**config.mk**
```make
export PLATFORM = sky130hd
export DESIGN_NAME = smou_csr
export DESIGN_NICKNAME = d
export VERILOG_FILES = /design/src/rtl/smou_pkg.sv /design/src/rtl/smou_csr.sv
export SDC_FILE = /design/constraint.sdc
export NUM_CORES = 2
export LEC_CHECK = 0
export BUFFER_PORTS_ARGS = -buffer_cell sky130_fd_sc_hd__buf_2
export CORE_MARGIN = 2
export CORE_UTILIZATION = 40
export DETAILED_ROUTE_END_ITERATION = 10
export PLACE_DENSITY = 0.6
export SYNTH_ARGS = -nofsm -noshare
export SYNTH_HDL_FRONTEND = slang
export SYNTH_SLANG_ARGS = --single-unit
```
**constraint.sdc**
```tcl
create_clock -name clock -period 17.8 [get_ports clock]
set_input_delay 3.56 -clock clock [delete_from_list [all_inputs] [get_ports clock]]
set_output_delay 3.56 -clock clock [all_outputs]
set_load 0.005 [all_outputs]
```
**src/rtl/smou_pkg.sv**
```systemverilog
// Shared types, constants and helpers for the sign-momentum optimizer update block.
package smou_pkg;

   localparam int DataW   = 32;
   localparam int LrW     = 32;
   localparam int BlendW  = 17;
   localparam int DecayW  = 20;
   localparam int LwW     = LrW + DecayW;
   localparam int LwHalfW = LwW / 2;
   localparam int AddrW   = 4;
   localparam int CsrW    = 32;
   localparam int ProdW   = DataW + BlendW + 1;
   localparam int SumW    = ProdW + 1;
   localparam int DecProdW = DataW + LwHalfW + 1;
   localparam int DecSumW = DecProdW + LwHalfW;
   localparam int DecayOutW = DecSumW - 2 * LwHalfW + 4;
   localparam int StepW   = LrW - 8 + 2;
   localparam int WideW   = 40;

   localparam logic [BlendW-1:0] BlendOne = 17'd65536;

   localparam logic [LrW-1:0]    LrReset    = 32'd429497;
   localparam logic [BlendW-1:0] Beta1Reset = 17'd58982;
   localparam logic [BlendW-1:0] Beta2Reset = 17'd64881;
   localparam logic [DecayW-1:0] DecayReset = 20'd0;

   typedef enum logic [1:0] {
      REG_LR    = 2'd0,
      REG_BETA1 = 2'd1,
      REG_BETA2 = 2'd2,
      REG_DECAY = 2'd3
   } reg_idx_type;

   typedef struct packed {
      logic [LrW-1:0]    lr;
      logic [BlendW-1:0] b1;
      logic [BlendW-1:0] b1c;
      logic [BlendW-1:0] b2;
      logic [BlendW-1:0] b2c;
      logic [LwW-1:0]    lw;
   } cfg_type;

   typedef struct packed {
      logic                    clip;
      logic signed [DataW-1:0] value;
   } sat_type;

   function automatic sat_type sat_to_data(input logic signed [WideW-1:0] v);
      sat_type r;
      if (v > WideW'(signed'(33'sh0_7FFF_FFFF))) begin
         r.clip  = 1'b1;
         r.value = 32'sh7FFF_FFFF;
      end else if (v < WideW'(signed'(33'sh1_8000_0000))) begin
         r.clip  = 1'b1;
         r.value = 32'sh8000_0000;
      end else begin
         r.clip  = 1'b0;
         r.value = v[DataW-1:0];
      end
      return r;
   endfunction

endpackage

```
**src/rtl/smou_csr.sv**
```systemverilog
// APB register file holding learning rate, blend weights and decay.
module smou_csr (
   input  logic                         clock,
   input  logic                         reset,
   input  logic                         psel,
   input  logic                         penable,
   input  logic                         pwrite,
   input  logic [smou_pkg::AddrW-1:0]   paddr,
   input  logic [smou_pkg::CsrW-1:0]    pwdata,
   output logic [smou_pkg::CsrW-1:0]    prdata,
   output logic                         pready,
   output smou_pkg::cfg_type            cfg
);
   import smou_pkg::*;

   logic [LrW-1:0]    lr_ff;
   logic [BlendW-1:0] b1_ff;
   logic [BlendW-1:0] b2_ff;
   logic [DecayW-1:0] wd_ff;
   logic [LwW-1:0]    lw_ff;
   logic [LwW-1:0]    lw_in;
   logic [BlendW-1:0] b1_clamp;
   logic [BlendW-1:0] b2_clamp;
   logic              wr_en;
   reg_idx_type       idx;

   assign pready = 1'b1;
   assign wr_en  = psel && penable && pwrite;
   assign idx    = reg_idx_type'(paddr[AddrW-1:2]);
   assign lw_in  = LwW'(lr_ff) * LwW'(wd_ff);

   always_ff @(posedge clock) begin
      if (reset) begin
         lr_ff <= LrReset;
         b1_ff <= Beta1Reset;
         b2_ff <= Beta2Reset;
         wd_ff <= DecayReset;
         lw_ff <= '0;
      end else begin
         lw_ff <= lw_in;
         if (wr_en) begin
            case (idx)
               REG_LR:    lr_ff <= pwdata[LrW-1:0];
               REG_BETA1: b1_ff <= pwdata[BlendW-1:0];
               REG_BETA2: b2_ff <= pwdata[BlendW-1:0];
               REG_DECAY: wd_ff <= pwdata[DecayW-1:0];
               default: ;
            endcase
         end
      end
   end

   always_comb begin
      case (idx)
         REG_LR:    prdata = lr_ff;
         REG_BETA1: prdata = CsrW'(b1_ff);
         REG_BETA2: prdata = CsrW'(b2_ff);
         REG_DECAY: prdata = CsrW'(wd_ff);
         default:   prdata = '0;
      endcase
   end

   // weights above one act as one
   assign b1_clamp = (b1_ff > BlendOne) ? BlendOne : b1_ff;
   assign b2_clamp = (b2_ff > BlendOne) ? BlendOne : b2_ff;

   assign cfg.lr  = lr_ff;
   assign cfg.b1  = b1_clamp;
   assign cfg.b1c = BlendOne - b1_clamp;
   assign cfg.b2  = b2_clamp;
   assign cfg.b2c = BlendOne - b2_clamp;
   assign cfg.lw  = lw_ff;
endmodule

```
======== Word-level counts from Yosys, hierarchy flattened ========
Index checks and enable logic that the tools add are counted.
storage, ports and cells
  memory bits (writable) .................. 0
  memories ................................ 0
  register bits after elaboration ......... 138
  bits in latches ......................... 0
  input bits .............................. 41
  logic and storage cells ................. 23
  bits in read-only memories .............. 0
operators by class
  $add $sub $neg .......................... 2
  mux-type cells .......................... 3
  multipliers ............................. 1
  equality and inequality tests ........... 3
  order comparisons ....................... 2
  reduce and logical (&&, ||, !) cells .... 7
  div/mod/pow operators ................... 0
  shifts and indexed selects .............. 0
  bitwise logic cells ..................... 0
operators with widths
  kind                    number
  $pmux 32 s4             1
  $mul 32x20->52          1
  $gt 17x17->1 const B    2
  $mux 17                 2
  $sub 17x17->17 const A  2
  $reduce_and 2->1        4
  $eq 2x2->1 const B      2
  $eq 2x1->1 const B      1
  $logic_and 1x1->1       2
  $logic_not 2->1         1

======== Logic depth before layout (Yosys ltp) ========
  depth after elaboration ................. 3
  gate-level depth with buffers ........... 26

======== Least setup slack after synthesis ========
No wires, ideal clock.
  path kind ............................... input to output
  from .................................... input port paddr[2] (netlist bit)
  to ...................................... output port prdata[10] (netlist bit)
  path buffers ............................ 2
  slack ................................... 9.123 ns
  stages on the path ...................... 3
  data required time ...................... 14.240 ns
  data arrival time ....................... 5.117 ns
  cells stage by stage .................... buf_1 > clkbuf_1 > mux4_2
on the way
  cells in the longest elaborated chain, start to end .. 2
RTL lines
  what                                      RTL line        source
  start: declaration                        smou_csr.sv:8   input logic [smou_pkg::AddrW-1:0] paddr,
  $eq 2x2->1, or another cell as far along  smou_csr.sv:54  case (idx)
  $pmux 32 s4 *                             smou_csr.sv:54
  end: declaration                          smou_csr.sv:10  output logic [smou_pkg::CsrW-1:0] prdata,
Every way passes the cells marked *; elsewhere a longest branch is shown, timed or not.

======== Worst setup path in the final report ========
  from .................................... input port paddr[2] (netlist bit)
  to ...................................... output port prdata[17] (netlist bit)
Same word-level chain as after synthesis.

==> flow_metrics.env <==
export IMPL_status="complete, no violations"
export IMPL_grt_usage=0.2428
export IMPL_grt_pass1_wl_um=126800
export IMPL_cp_start_kind="input port"
export IMPL_synth_most_common_cell="inv_1"
export IMPL_grt_max_degree=70
export IMPL_rows=94
export IMPL_syn_inst=3081
export IMPL_p_comb_frac=0.177
export IMPL_drt_initial_drc_count=1525
export IMPL_wl_per_cell_um=19.71
export IMPL_worstSkewPairLatency_ns=0.45
export IMPL_synth_top_cell_by_area="fa_1"
export IMPL_routed_wl_met2_um=39810
export IMPL_cts_resized_gates=0
export IMPL_drv_slew=0
export IMPL_async_reset_ff_frac=0
export IMPL_drv_cap=0
export IMPL_drt_pass1_iter_count=5
export IMPL_h_tree_depth=4
export IMPL_routed_via_count=21140
export IMPL_placed_area_um2=28410
export IMPL_path_max_fanout=25
export IMPL_antenna_cells=0
export IMPL_overflow=0
export IMPL_peakVddDrop_v=0.00006533
export IMPL_fmax_mhz=113.4
export IMPL_worstPathRequired_ns=14.24
export IMPL_crit_type="input port to output pin"
export IMPL_drive_above_1_share=0.1133
export IMPL_synth_cell_type_count=72
export IMPL_tightest_slew_ns=1.296
export IMPL_path_cells="buf_2 -> nor2_1 -> a22o_1 -> buf_2"
export IMPL_gp_congestion=0.9332
export IMPL_die_area_um2=68360
export IMPL_ys_flop_type="dfxtp_1"
export IMPL_fp_dieW_um=261.5
export IMPL_die_h_um=261.5
export IMPL_finalSetupViolations=0
export IMPL_m1WireLength_um=33360
export IMPL_ys_seq_area_frac=0.1042
export IMPL_drc=0
export IMPL_nNetsFinal=3923
export IMPL_slew_headroom=0.1346
export IMPL_start_util=0.4033
export IMPL_yosys_register_bits=138
export IMPL_final_area_um2=29030
export IMPL_synth_area_um2=26520
export IMPL_powerDensity_nw_per_um2=29.69
export IMPL_port_buffers=222
export IMPL_seqPwrFrac=0.379
export IMPL_period_share=0.4953
export IMPL_hold_buffers=0
export IMPL_end_kind="output pin"
export IMPL_netlist_area_leader_share=0.4047
export IMPL_post_synth_most_frequent_cells="575 x inv_1, 551 x nand2_1, 536 x fa_1"
export IMPL_mappedNetlistNets=3822
export IMPL_skew_ns=0.01597
export IMPL_area_delta_synth_final_pct=9.489
export IMPL_vias_per_cell=5.207
export IMPL_wl_met3_um=4735
export IMPL_ys_warn_count=0
export IMPL_fin_crit_ns=8.816
export IMPL_internal_power_mw=0.6085
export IMPL_clk_pin_slew_ns=0.06
export IMPL_cts_tree="yes"
export IMPL_dp_hpwl_um=60680
export IMPL_finalPower_mw=0.8620
export IMPL_io_pins=226
export IMPL_hold_path_class="register to register"
export IMPL_slowest_delay_ns=0.94
export IMPL_crit_top_cell="buf_2"
export IMPL_avgSynthCellArea_um2=8.606
export IMPL_ant_nets=0
export IMPL_switching_share=0.2941
export IMPL_clock_path_buffers=2
export IMPL_pwr_share_clk=0.444
export IMPL_post_cts_buffers=0
export IMPL_net_switching_power_mw=0.2535
export IMPL_cts_sinks=138
export IMPL_tns_ns=0
export IMPL_rsz0062_at_grt="no"
export IMPL_core_area_um2=65750
export IMPL_critical_path_arrival_ns=5.26
export IMPL_grt_pass1_vias=21900
export IMPL_antenna_found_initial=2
export IMPL_synth_area_top_cells="fa_1 40%, dfxtp_1 10%, inv_1 8.1%"
export IMPL_routed_wl_um=80000
export IMPL_dr_max_layer_used="met4"
export IMPL_root_buffer="clkbuf_16"
export IMPL_slowest_stage="nor2_1"
export IMPL_cts_buffers_inserted=17
export IMPL_synth_edf_count=0
export IMPL_p_leak_nw=14.49
export IMPL_hold_violations=0
## through the flow
step                      utilization  hold WS (ns)  instances  worst slack, ns
after floorplan                     -        0.4492       3081            9.123
after global placement         0.4321        0.4442       4027            8.950
after detailed placement       0.4321        0.4485       4027            8.927
after CTS                      0.4416        0.4570       4059            8.926
after global routing           0.4416        0.4727       4059            8.843
final                          0.4416        0.4555       4059            8.984
## registers in the layout, summed over array words and instances, names as in the netlist
| name | flops |
|---|---|
| lw_ff | 52 |
| lr_ff | 32 |
| wd_ff | 20 |
| b1_ff | 17 |
| b2_ff | 17 |
## area by class of cell
class | instances | area (um2)
clock buffers | 21 | 480.5
inverters | 575 | 2158
repair buffers | 282 | 1564
well taps | 864 | 1081
clock inverters | 11 | 142.6
fillers | 6517 | 36710
multi-input cells | 2168 | 20840
flip-flops and latches | 138 | 2770
## cell families (layout without fill, tap and decap cells)
| kind of cell | count (synthesis) | after routing | share of synthesized area |
|---|---|---|---|
| multiplexers | 35 | 35 | 0.02166 |
| XOR/XNOR | 59 | 59 | 0.01949 |
| flip-flops | 138 | 138 | 0.1042 |
| AO/OA/AOI/OAI | 238 | 238 | 0.05526 |
| adder cells (fa/ha/maj) | 700 | 700 | 0.4821 |
| AND/OR/NAND/NOR | 1135 | 1135 | 0.2068 |
| buffers and inverters | 775 | 889 | 0.1104 |
| other | 1 | 1 | 0.0001414 |
## placed cells by master, fill, tap and decap left out, types with 8 or more instances in the layout
master / count
xor2_1: 23
nand2_1: 551
o21a_1: 13
nor2_1: 92
fa_1: 536
clkbuf_16: 17
nand4_1: 12
buf_4: 61
a21oi_1: 107
nand3_1: 43
a21o_1: 18
and2_1: 311
mux4_2: 17
dfxtp_1: 132
nor2b_1: 38
buf_2: 221
a31oi_1: 8
ha_1: 164
xnor2_1: 36
o21ai_0: 26
mux2i_1: 9
nor3_1: 29
inv_1: 575
o21ai_1: 15
## layer usage
layer / GRT usage / vias up
li1: - / 9426
met1: 0.3188 / 10860
met2: 0.4221 / 716
met3: 0.03165 / 134
met4: 0.06392 / 0
met5: 0 / -
## power groups by stage
stage | registers, mW | clock network, mW | logic [mW]
2_1_floorplan | 0.327 | 0 | 0.0948
3_3_place_gp | 0.333 | 0 | 0.150
3_5_place_dp | 0.333 | 0 | 0.151
4_1_cts | 0.326 | 0.384 | 0.152
5_1_grt | 0.327 | 0.401 | 0.168
6_report | 0.327 | 0.383 | 0.152
## final timing paths
path             start          to  slack [ns]  depth (start not counted)
max           paddr[2]  prdata[17]        8.98                          4
min          lr_ff[13]   lr_ff[13]        0.46                          2
max reg2reg   wd_ff[5]   lw_ff[49]        9.53                         21
min reg2reg  lr_ff[13]   lr_ff[13]        0.46                          2
## worst max-delay path: cells and delay by family
family          cells  cell delay [ns]
simple gates        1             0.94
compound gates      1             0.29
buf+inv             2             0.45
No activity file was read; power rests on OpenSTA's default activity.
